--- config.mk ---
export PLATFORM = sky130hd
export DESIGN_NAME = text_record_stream_decoder
export DESIGN_NICKNAME = d
export VERILOG_FILES = /design/src/rtl/trsd_pkg.sv /design/src/rtl/trsd_front.sv /design/src/rtl/trsd_queue.sv /design/src/rtl/trsd_back.sv /design/src/rtl/text_record_stream_decoder.sv
export SDC_FILE = /design/constraint.sdc
export NUM_CORES = 1
export LEC_CHECK = 0
export ABC_AREA = 1
export BUFFER_PORTS_ARGS = -buffer_cell sky130_fd_sc_hd__buf_2
export CAP_MARGIN = 10
export CORE_MARGIN = 5
export CORE_UTILIZATION = 30
export DETAILED_ROUTE_END_ITERATION = 8
export SKIP_LAST_GASP = 1
export SYNTH_ARGS = -nofsm -noshare
export SYNTH_HDL_FRONTEND = slang
export SYNTH_SLANG_ARGS = --single-unit
--- constraint.sdc ---
create_clock -name clk -period 13.1 [get_ports clk]
set_clock_uncertainty 0.2 [all_clocks]
set_input_delay 1.965 -clock clk [delete_from_list [all_inputs] [get_ports clk]]
set_output_delay 1.965 -clock clk [all_outputs]
set_load 0.01 [all_outputs]
--- src/rtl/trsd_pkg.sv ---
// ----------------------------------------------------------------------------
// Text record stream decoder package
// Shared widths, character codes and the command passed from front to back.
// ----------------------------------------------------------------------------
`default_nettype none

package trsd_pkg;

  localparam int BYTE_W              = 8;
  localparam int NUM_W               = 15;
  localparam int POS_W               = 3;
  localparam int HEADER_BYTES_DEFAULT = 28;
  localparam int QUEUE_DEPTH_DEFAULT  = 4;

  localparam logic [NUM_W-1:0]  END_NUMBER   = NUM_W'(10999);
  localparam logic [NUM_W-1:0]  FIVE_DIGITS  = NUM_W'(10000);

  localparam logic [BYTE_W-1:0] CHAR_NL      = 8'h0a;
  localparam logic [BYTE_W-1:0] CHAR_SPACE   = 8'h20;
  localparam logic [BYTE_W-1:0] CHAR_COLON   = 8'h3a;
  localparam logic [BYTE_W-1:0] CHAR_ZERO    = 8'h30;

  typedef struct packed {
    logic              has_prefix;
    logic [NUM_W-1:0]  num;
    logic              has_text;
    logic [BYTE_W-1:0] text;
    logic              has_nl;
  } trsd_cmd_t;

endpackage

`default_nettype wire

--- src/rtl/trsd_front.sv ---
// ----------------------------------------------------------------------------
// Record parser
// Accepts input bytes, tracks the record phase and queues output commands.
// ----------------------------------------------------------------------------
`default_nettype none

module trsd_front
  import trsd_pkg::*;
#(
  parameter int HEADER_BYTES = HEADER_BYTES_DEFAULT
) (
  input  wire logic              clk,
  input  wire logic              rst,
  input  wire logic              cfg_write,
  input  wire logic              cfg_data,
  input  wire logic              in_valid,
  output      logic              in_stall,
  input  wire logic [BYTE_W-1:0] in_byte,
  input  wire logic              end_of_stream,
  input  wire logic              queue_full,
  output      logic              push,
  output      trsd_cmd_t         cmd
);

  typedef enum logic [5:0] {
    PH_SKIP = 6'b000001,
    PH_LOW  = 6'b000010,
    PH_HIGH = 6'b000100,
    PH_LEN  = 6'b001000,
    PH_BODY = 6'b010000,
    PH_STOP = 6'b100000
  } phase_t;

  phase_t            phase, phase_next, eff_phase;
  logic [BYTE_W-1:0] skip_count, skip_count_next;
  logic [BYTE_W-1:0] number_low_byte, number_low_byte_next;
  logic [BYTE_W-1:0] number_high_byte, number_high_byte_next;
  logic [BYTE_W-1:0] bytes_left, bytes_left_next;
  logic              number_lines;
  logic              accept;
  logic [NUM_W-1:0]  num;

  assign in_stall = queue_full;
  assign accept   = in_valid && !queue_full;

  assign num = NUM_W'(number_high_byte[7:4]) * NUM_W'(1000)
             + NUM_W'(number_high_byte[3:0]) * NUM_W'(100)
             + NUM_W'(number_low_byte[7:4])  * NUM_W'(10)
             + NUM_W'(number_low_byte[3:0]);

  always_comb begin
    if (phase == PH_SKIP && skip_count >= BYTE_W'(HEADER_BYTES)) begin
      eff_phase = PH_LOW;
    end else begin
      eff_phase = phase;
    end
  end

  always_comb begin
    phase_next            = phase;
    skip_count_next       = skip_count;
    number_low_byte_next  = number_low_byte;
    number_high_byte_next = number_high_byte;
    bytes_left_next       = bytes_left;
    push                  = 1'b0;
    cmd                   = '0;
    if (accept) begin
      if (end_of_stream) begin
        if (phase == PH_BODY) begin
          push       = 1'b1;
          cmd.has_nl = 1'b1;
        end
        phase_next = PH_STOP;
      end else begin
        unique case (eff_phase)
          PH_SKIP: begin
            skip_count_next = skip_count + BYTE_W'(1);
            if (skip_count_next >= BYTE_W'(HEADER_BYTES)) begin
              phase_next = PH_LOW;
            end
          end
          PH_LOW: begin
            number_low_byte_next = in_byte;
            phase_next           = PH_HIGH;
          end
          PH_HIGH: begin
            number_high_byte_next = in_byte;
            phase_next            = PH_LEN;
          end
          PH_LEN: begin
            if (num == END_NUMBER) begin
              phase_next = PH_STOP;
            end else begin
              push           = number_lines || (in_byte == '0);
              cmd.has_prefix = number_lines;
              cmd.num        = num;
              cmd.has_nl     = (in_byte == '0);
              bytes_left_next = in_byte;
              phase_next     = (in_byte == '0) ? PH_LOW : PH_BODY;
            end
          end
          PH_BODY: begin
            push            = 1'b1;
            cmd.has_text    = 1'b1;
            cmd.text        = in_byte;
            cmd.has_nl      = (bytes_left == BYTE_W'(1));
            bytes_left_next = bytes_left - BYTE_W'(1);
            if (bytes_left == BYTE_W'(1)) begin
              phase_next = PH_LOW;
            end
          end
          PH_STOP: begin
            phase_next = PH_STOP;
          end
          default: begin
            phase_next = PH_STOP;
          end
        endcase
      end
    end
  end

  always_ff @(posedge clk) begin
    if (rst) begin
      phase            <= PH_SKIP;
      skip_count       <= '0;
      number_low_byte  <= '0;
      number_high_byte <= '0;
      bytes_left       <= '0;
      number_lines     <= 1'b0;
    end else begin
      phase            <= phase_next;
      skip_count       <= skip_count_next;
      number_low_byte  <= number_low_byte_next;
      number_high_byte <= number_high_byte_next;
      bytes_left       <= bytes_left_next;
      if (cfg_write) begin
        number_lines <= cfg_data;
      end
    end
  end

endmodule

`default_nettype wire

--- src/rtl/trsd_queue.sv ---
// ----------------------------------------------------------------------------
// Command queue
// Small first-in first-out buffer between the parser and the emitter.
// ----------------------------------------------------------------------------
`default_nettype none

module trsd_queue
  import trsd_pkg::*;
#(
  parameter int DEPTH = QUEUE_DEPTH_DEFAULT
) (
  input  wire logic      clk,
  input  wire logic      rst,
  input  wire logic      push,
  input  trsd_cmd_t      push_cmd,
  input  wire logic      pop,
  output      logic      full,
  output      logic      head_valid,
  output      trsd_cmd_t head
);

  localparam int AW = (DEPTH > 1) ? $clog2(DEPTH) : 1;
  localparam int CW = $clog2(DEPTH + 1);

  trsd_cmd_t       entries [DEPTH];
  logic [AW-1:0]   wr_ptr, rd_ptr;
  logic [CW-1:0]   count;

  assign full       = (count == CW'(DEPTH));
  assign head_valid = (count != '0);
  assign head       = entries[rd_ptr];

  always_ff @(posedge clk) begin
    if (push) begin
      entries[wr_ptr] <= push_cmd;
    end
  end

  always_ff @(posedge clk) begin
    if (rst) begin
      wr_ptr <= '0;
      rd_ptr <= '0;
      count  <= '0;
    end else begin
      if (push) begin
        wr_ptr <= (wr_ptr == AW'(DEPTH - 1)) ? '0 : wr_ptr + AW'(1);
      end
      if (pop) begin
        rd_ptr <= (rd_ptr == AW'(DEPTH - 1)) ? '0 : rd_ptr + AW'(1);
      end
      if (push && !pop) begin
        count <= count + CW'(1);
      end else if (pop && !push) begin
        count <= count - CW'(1);
      end
    end
  end

endmodule

`default_nettype wire

--- src/rtl/trsd_back.sv ---
// ----------------------------------------------------------------------------
// Output emitter
// Expands queued commands into output bytes, one byte per transfer.
// ----------------------------------------------------------------------------
`default_nettype none

module trsd_back
  import trsd_pkg::*;
(
  input  wire logic              clk,
  input  wire logic              rst,
  input  wire logic              head_valid,
  input  trsd_cmd_t              head,
  output      logic              pop,
  output      logic              out_valid,
  input  wire logic              out_stall,
  output      logic [BYTE_W-1:0] out_byte,
  output      logic              last_of_burst
);

  typedef enum logic [6:0] {
    ST_IDLE  = 7'b0000001,
    ST_DIGIT = 7'b0000010,
    ST_SP1   = 7'b0000100,
    ST_COLON = 7'b0001000,
    ST_SP2   = 7'b0010000,
    ST_TEXT  = 7'b0100000,
    ST_NL    = 7'b1000000
  } step_t;

  localparam int WIDE_W = NUM_W + 2;

  function automatic logic [WIDE_W-1:0] pow10(input logic [POS_W-1:0] pos);
    logic [WIDE_W-1:0] p;
    case (pos)
      3'd0:    p = WIDE_W'(1);
      3'd1:    p = WIDE_W'(10);
      3'd2:    p = WIDE_W'(100);
      3'd3:    p = WIDE_W'(1000);
      3'd4:    p = WIDE_W'(10000);
      default: p = WIDE_W'(1);
    endcase
    return p;
  endfunction

  step_t             step, cur, first, tail, nxt;
  logic [NUM_W-1:0]  rem, cur_rem, rem_next;
  logic [POS_W-1:0]  pos, cur_pos;
  logic              lead, cur_lead, lead_next;
  logic [WIDE_W-1:0] p;
  logic [3:0]        d;
  logic [BYTE_W-1:0] byte_next;
  logic              load, adv, done;

  assign load = !out_valid || !out_stall;
  assign adv  = head_valid && load;

  always_comb begin
    first = head.has_prefix ? ST_DIGIT : (head.has_text ? ST_TEXT : ST_NL);
    tail  = head.has_text ? ST_TEXT : (head.has_nl ? ST_NL : ST_IDLE);
    if (step == ST_IDLE) begin
      cur      = first;
      cur_rem  = head.num;
      cur_pos  = (head.num >= FIVE_DIGITS) ? POS_W'(4) : POS_W'(3);
      cur_lead = 1'b1;
    end else begin
      cur      = step;
      cur_rem  = rem;
      cur_pos  = pos;
      cur_lead = lead;
    end
  end

  always_comb begin
    p = pow10(cur_pos);
    d = '0;
    for (int k = 1; k <= 9; k++) begin
      if (WIDE_W'(cur_rem) >= WIDE_W'(k) * p) begin
        d = 4'(k);
      end
    end
  end

  always_comb begin
    rem_next  = cur_rem;
    lead_next = cur_lead;
    byte_next = CHAR_NL;
    nxt       = ST_IDLE;
    unique case (cur)
      ST_DIGIT: begin
        if (cur_lead && d == '0 && cur_pos != '0) begin
          byte_next = CHAR_SPACE;
        end else begin
          byte_next = CHAR_ZERO + BYTE_W'(d);
        end
        lead_next = cur_lead && (d == '0);
        rem_next  = NUM_W'(WIDE_W'(cur_rem) - WIDE_W'(d) * p);
        nxt       = (cur_pos == '0) ? ST_SP1 : ST_DIGIT;
      end
      ST_SP1: begin
        byte_next = CHAR_SPACE;
        nxt       = ST_COLON;
      end
      ST_COLON: begin
        byte_next = CHAR_COLON;
        nxt       = ST_SP2;
      end
      ST_SP2: begin
        byte_next = CHAR_SPACE;
        nxt       = tail;
      end
      ST_TEXT: begin
        byte_next = head.text;
        nxt       = head.has_nl ? ST_NL : ST_IDLE;
      end
      ST_NL: begin
        byte_next = CHAR_NL;
        nxt       = ST_IDLE;
      end
      default: begin
        byte_next = CHAR_NL;
        nxt       = ST_IDLE;
      end
    endcase
  end

  assign done = (nxt == ST_IDLE);
  assign pop  = adv && done;

  always_ff @(posedge clk) begin
    if (rst) begin
      out_valid <= 1'b0;
      step      <= ST_IDLE;
    end else begin
      if (load) begin
        out_valid <= head_valid;
      end
      if (adv) begin
        step <= nxt;
      end
    end
  end

  always_ff @(posedge clk) begin
    if (adv) begin
      out_byte      <= byte_next;
      last_of_burst <= done;
      rem           <= rem_next;
      pos           <= cur_pos - POS_W'(1);
      lead          <= lead_next;
    end
  end

endmodule

`default_nettype wire

--- src/rtl/text_record_stream_decoder.sv ---
// ----------------------------------------------------------------------------
// Text record stream decoder
// Turns a byte stream of numbered line records into plain text.
// ----------------------------------------------------------------------------
// The input channel takes one file byte per transfer, or an end-of-stream
// marker. The output channel gives one text byte per transfer, and
// last_of_burst marks the final byte caused by one input transfer.
// The single register number_lines is written through cfg_write and cfg_data.
// A parser accepts input bytes and queues one command per byte that causes
// output. An emitter expands each command into its bytes, one per cycle
// while the output is not stalled. The first output byte is registered in
// the emitter's output register after its command has passed through the queue.
// Plain text bytes sustain one transfer per cycle while the output is not
// stalled; a length byte with numbering on expands into up to nine output
// bytes, and the input then stalls once the command queue is full.
// A stalled output holds its byte, while the parser keeps taking input until
// the queue fills. Reset clears the queue, the output valid flag and the
// parser state; the decoder then skips the file header again. After the end
// of the file, further input is taken and dropped until reset.
// ----------------------------------------------------------------------------
`default_nettype none

module text_record_stream_decoder
  import trsd_pkg::*;
#(
  parameter int HEADER_BYTES = HEADER_BYTES_DEFAULT,
  parameter int QUEUE_DEPTH  = QUEUE_DEPTH_DEFAULT
) (
  input  wire logic              clk,
  input  wire logic              rst,
  input  wire logic              cfg_write,
  input  wire logic              cfg_data,
  input  wire logic              in_valid,
  output      logic              in_stall,
  input  wire logic [BYTE_W-1:0] in_byte,
  input  wire logic              end_of_stream,
  output      logic              out_valid,
  input  wire logic              out_stall,
  output      logic [BYTE_W-1:0] out_byte,
  output      logic              last_of_burst
);

  trsd_cmd_t push_cmd, head;
  logic      push, pop, full, head_valid;

  trsd_front #(
    .HEADER_BYTES (HEADER_BYTES)
  ) u_front (
    .clk           (clk),
    .rst           (rst),
    .cfg_write     (cfg_write),
    .cfg_data      (cfg_data),
    .in_valid      (in_valid),
    .in_stall      (in_stall),
    .in_byte       (in_byte),
    .end_of_stream (end_of_stream),
    .queue_full    (full),
    .push          (push),
    .cmd           (push_cmd)
  );

  trsd_queue #(
    .DEPTH (QUEUE_DEPTH)
  ) u_queue (
    .clk        (clk),
    .rst        (rst),
    .push       (push),
    .push_cmd   (push_cmd),
    .pop        (pop),
    .full       (full),
    .head_valid (head_valid),
    .head       (head)
  );

  trsd_back u_back (
    .clk           (clk),
    .rst           (rst),
    .head_valid    (head_valid),
    .head          (head),
    .pop           (pop),
    .out_valid     (out_valid),
    .out_stall     (out_stall),
    .out_byte      (out_byte),
    .last_of_burst (last_of_burst)
  );

endmodule

`default_nettype wire

Word level (Yosys, flattened, before mapping) --
Memories as Yosys holds them, arrays and structs flattened. A register that Yosys moved wholly into a read port is not among the register bits. Index checks and enable logic that the tools add are counted.
Storage, ports and cells: output and inout bits 11, memories kept 1, RAM bits 104, flip-flop bits (word level) 82, latch bits 0, ROM bits 0, input bits 15
Cells by class: reduce and logical (&&, ||, !) cells 28, multipliers 9, divide/modulo/power cells 0, order comparisons 12, equal/unequal tests 26, bitwise operators 1, add/subtract/negate cells 12, multiplexer cells 55, shifts and indexed selects 0
Memory list:
- u_queue.entries | words 4, bits a word 26, read ports 1, clocked after Yosys merged registers in 1, wr ports 1, line trsd_queue.sv:25 | trsd_cmd_t entries [DEPTH];
Operators with widths (number):
- >= comparator 15 x 17 -> 1 bit | 6
- one-hot mux 14 bit (4 select lines) | 1
- 2-to-1 mux 7 bit | 5
- one-hot mux 7 bit (5 select lines) | 1
- multiplier 3 x 14 -> 17 bit, first input constant | 2
- multiplier 2 x 14 -> 16 bit, first input constant | 2
- 2-to-1 mux 16 bit | 2
- one-hot mux 8 bit (4 select lines) | 1
- 2-to-1 mux 15 bit | 2
- 2-to-1 mux 6 bit | 5
- one-hot mux 6 bit (5 select lines) | 1
- 2-to-1 mux 3 bit | 9
- 2-to-1 mux 26 bit | 1
- 2-to-1 mux 25 bit | 1
- multiplier 4 x 14 -> 17 bit, first input constant | 1
- >= comparator 15 x 16 -> 1 bit | 1
- >= comparator 8 x 5 -> 1 bit, second input constant | 2
- 2-to-1 mux 8 bit | 2
- one-hot mux 8 bit (2 select lines) | 1
- adder 14 x 11 -> 15 bit | 1
- adder 15 x 4 -> 15 bit | 1
- adder 15 x 8 -> 15 bit | 1
- == test 15 x 14 -> 1 bit, second input constant | 1
- >= comparator 15 x 14 -> 1 bit | 1
- 49 further kinds | 92

Longest topological paths before layout --
depth after elaboration 20, gate-level depth with buffers 59

By module --
A second synthesis with hierarchy kept.
Second synthesis, totals: cells, all modules 1898, area, all modules 15651.3 µm²
By module, submodules not included:
- trsd_back | area each 7459.7 µm², cells each 1035, seq. area each 1001.0 µm², times used 1
- trsd_queue | area each 4307.9 µm², cells each 311, seq. area each 3303.2 µm², times used 1
- trsd_front | area each 3883.7 µm², cells each 552, seq. area each 780.7 µm², times used 1

Least setup slack after synthesis --
No wires, ideal clock.
path kind register to register, from register with a tool-made name, to register u_back.rem[12], data pin, setup time 0.268 ns, arrival time 9.509 ns, stages on the path, launching flop included 54, period minus slack after synthesis 9.976 ns, setup slack 3.124 ns, data required time 12.632 ns, path buffers 2, cells stage by stage dfxtp_1 buf_2 nand2_1 a32oi_1 nand3_1 a31oi_1 o21bai_2 nand2_2 inv_1 o21ai_0 ha_1 ha_1 buf_2 clkinv_1 ha_1 nand2_1 nor2_4 nor2_4 [... 18 more ...] nand2_2 nor2_1 fa_1 inv_1 fa_1 inv_1 fa_1 inv_1 ha_1 nand2_1 o211ai_1 a31oi_1 nor2_1 nor2_1 o21bai_1 a31oi_1 xor2_1 o21ai_0
RTL lines:
- end signal: assignment | line trsd_back.sv:148 | rem <= rem_next;
- end: declaration | line trsd_back.sv:47 | logic [NUM_W-1:0] rem, cur_rem, rem_next;

==> results.py <==
metrics = {
    "status": {
        "outcome": "finished, final reports clean",
    },
    "floorplan": {
        "start_util_pct": 30.2,
        "dieArea_um2": 56200,
        "row_count": 83,
        "core-area_um2": 51200,
        "ios": 26,
        "die_h_um": 237,
        "die_x_um": 237,
    },
    "worst_setup_path": {
        "crit_path_max_incr_delay_ns": 0.57,
        "cp-start-kind": "register",
        "crit_fanout": 47,
        "end_kind": "register",
        "path_common_cell": "nand2_1",
        "worstSetupPathType": "register to register",
        "worstPathRequired_ns": 13.07,
        "arrival_ns": 10.69,
        "crit_slowest_cell": "fa_1",
    },
    "global_route": {
        "grt_pass1_vias": 12300,
        "gr-usage-met3_pct": 1.57,
        "antenna_found_initial": 0,
        "gr-usage-met1_pct": 19.6,
        "grt_max_degree": 58,
        "gr-usage-met2_pct": 24.1,
        "grtUsageTotal_pct": 14.3,
        "overflow": 0,
        "grt_pass1_wl_um": 65500,
        "busiest_layer": "met2",
    },
    "layout": {
        "fillers": 5341,
        "syn_to_final_growth_pct": 10.4,
        "regArea_um2": 5090,
        "diodes": 0,
        "drive_above_1_share_pct": 6.46,
        "finalNetCount": 2173,
        "multi_input_area_um2": 9030,
    },
    "sta": {
        "tns_ns": 0,
        "hold_viol_final": 0,
        "period_share_pct": 81.8,
        "rsz0062_at_grt": "no",
        "relSlewSlack_pct": 26.4,
        "drv_slew": 0,
        "fmax_mhz": 93.3,
        "worst_slew_pin_slew_ns": 1.10,
        "min_period_ns": 10.72,
        "setup_viol": 0,
    },
    "drt": {
        "drc": 0,
        "drtPass1Iterations": 5,
        "drt_iter0_markers": 858,
        "drtAntennaViolNets": 0,
        "vias": 12500,
        "vias_per_cell": 4.85,
        "wire_per_inst_um": 15.7,
        "wirelength_um": 40500,
    },
    "place": {
        "place_congestion": 0.929,
        "io_buffers": 25,
        "dp_hpwl_um": 30900,
    },
    "clocking": {
        "cts-root-buf": "clkbuf_16",
        "h-tree-depth": 4,
        "insertion_delay_ns": 0.43,
        "cts.clk_slew.worst_paths_ns": 0.07,
        "post_cts_buffers": 0,
        "cts_buffers": 17,
        "clock_sink_count": 188,
        "cts_tree": "done",
        "cts_resized": 0,
        "cts_buffer_depth": 2,
        "hold_buffers": 0,
    },
    "run": {
        "maxCapViolations": 0,
    },
    "worst_hold_path": {
        "hold_class": "register to register",
        "hold_path.startpoint": "u_front.skip_count[6]$_SDFFE_PP0P_",
    },
    "synth": {
        "syn_inst": 1860,
        "synth_warnings": 0,
        "yosysUniqueCellTypes": 53,
        "netlist_area_um2": 15500,
        "synth_edf_count": 132,
        "ys_seq_elements": 188,
        "ys_seq_area_share_pct": 32.9,
        "syn_avg_cell_area_um2": 8.31,
        "async_reset_ff_share_pct": 0,
        "synth_ff_type": "edfxtp_1",
    },
}
## logic make-up (layout without fill, tap and decap cells)
family | after synthesis | count (layout) | share of synthesized area [%]
buffers and inverters | 351 | 390 | 8.85
XOR/XNOR | 52 | 52 | 2.95
AO/OA/AOI/OAI | 330 | 330 | 12.0
adder cells (fa/ha/maj) | 267 | 267 | 24.3
AND/OR/NAND/NOR | 670 | 670 | 18.9
flip-flops | 188 | 188 | 32.9
other | 2 | 7 | 0.0486
## path summary, 6_finish.rpt
| kind | endpoint | slack (ns) | depth (start not counted) |
|---|---|---|---|
| worst max register to register | u_back.rem[12]$_DFFE_PP_ | 2.38 | 53 |
| worst min-delay path | u_front.skip_count[6]$_SDFFE_PP0P_ | 0.23 | 2 |
| worst min register to register | u_front.skip_count[6]$_SDFFE_PP0P_ | 0.23 | 2 |
| worst max-delay path | u_back.rem[12]$_DFFE_PP_ | 2.38 | 53 |
## critical path: cells and delay by family, from the launching register on
kind	cells	cell delay, ns
and+or+nand+nor	21	2.54
adders and majority gates	10	3.76
xor gates and xnor gates	1	0.16
DFF	1	0.33
AOI/OAI and AO/OA	12	2.06
buffers and inverters	9	1.43
## cells in the final DEF, fill, tap and decap left out, types with 6 or more instances in the layout
cell,instances
a211oi_1,11
a21oi_1,131
buf_2,25
buf_4,17
clkbuf_16,17
conb_1,7
dfxtp_1,55
edfxtp_1,132
fa_1,56
ha_1,211
inv_1,301
inv_2,12
nand2_1,299
nand2_2,11
nand3_1,76
nand4_1,35
nor2_1,189
nor2_2,6
nor3_1,19
nor4_1,12
o211ai_1,10
o21ai_0,109
o21ai_1,19
o22ai_1,8
xnor2_1,20
xor2_1,32
## per-stage QoR
stage	util, %	cells	hold slack, ns	instance area [um2]	worst slack [ns]
finish	33.3	2584	0.235	17100	2.38
global route	33.3	2584	0.261	17100	1.50
CTS	33.3	2584	0.236	17100	2.38
detailed placement	32.1	2552	0.226	16400	2.43
global placement	32.1	2552	0.219	16400	2.76
floorplan	-	1865	0.209	15500	3.12
## state kept, by name, summed over array words and instances, names as in the netlist, 2 cells and up, named ones only
| name | count |
|---|---|
| u_front.skip_count | 8 |
| u_back.pos | 3 |
| u_back.out_byte | 8 |
| u_queue.wr_ptr | 2 |
| u_queue.count | 3 |
| u_queue.rd_ptr | 2 |
| u_back.step | 7 |
| u_front.number_high_byte | 8 |
| u_back.rem | 15 |
| u_queue.entries | 104 |
| u_front.bytes_left | 8 |
| u_front.number_low_byte | 8 |
| u_front.phase | 6 |
## Yosys cell counts, types with 5 or more instances
library cell	count	area share [%]
xnor2_1	20	1.1
a21oi_1	131	4.2
nand4_1	35	1.4
nand3_1	76	2.5
inv_1	301	7.3
o21ai_0	113	3.7
a31oi_1	5	0.20
buf_4	5	0.24
buf_2	7	0.23
nand2_2	11	0.45
fa_1	56	7.3
edfxtp_1	132	26
inv_2	12	0.29
o22ai_1	8	0.32
nor4_1	12	0.49
o211ai_1	10	0.49
nor2_1	193	4.7
nand3b_1	5	0.24
o31ai_1	5	0.24
xor2_1	32	1.8
ha_1	211	17
a211oi_1	11	0.53
o21bai_1	5	0.24
nand2_1	299	7.3
o21ai_1	15	0.49
dfxtp_1	56	7.3
nor3_1	19	0.62
clkbuf_1	20	0.49
## per-layer routing
metal,wire (um),vias up
met5,0,-
met4,994,0
met3,1780,64
met2,19100,314
met1,18600,5897
li1,-,6267
## area by class of cell
type,instances,share of cell area [%]
multi-input cells,1326,52.9
flip-flops and latches,188,29.8
inverters,316,6.96
clock buffers,22,2.78
repair buffers,42,1.48
well taps,680,4.98
clock inverters,10,1.08
Power is left out: the tool's default activity adds up to more than one toggle a clock period on the data nets, which glitch-free logic cannot reach.
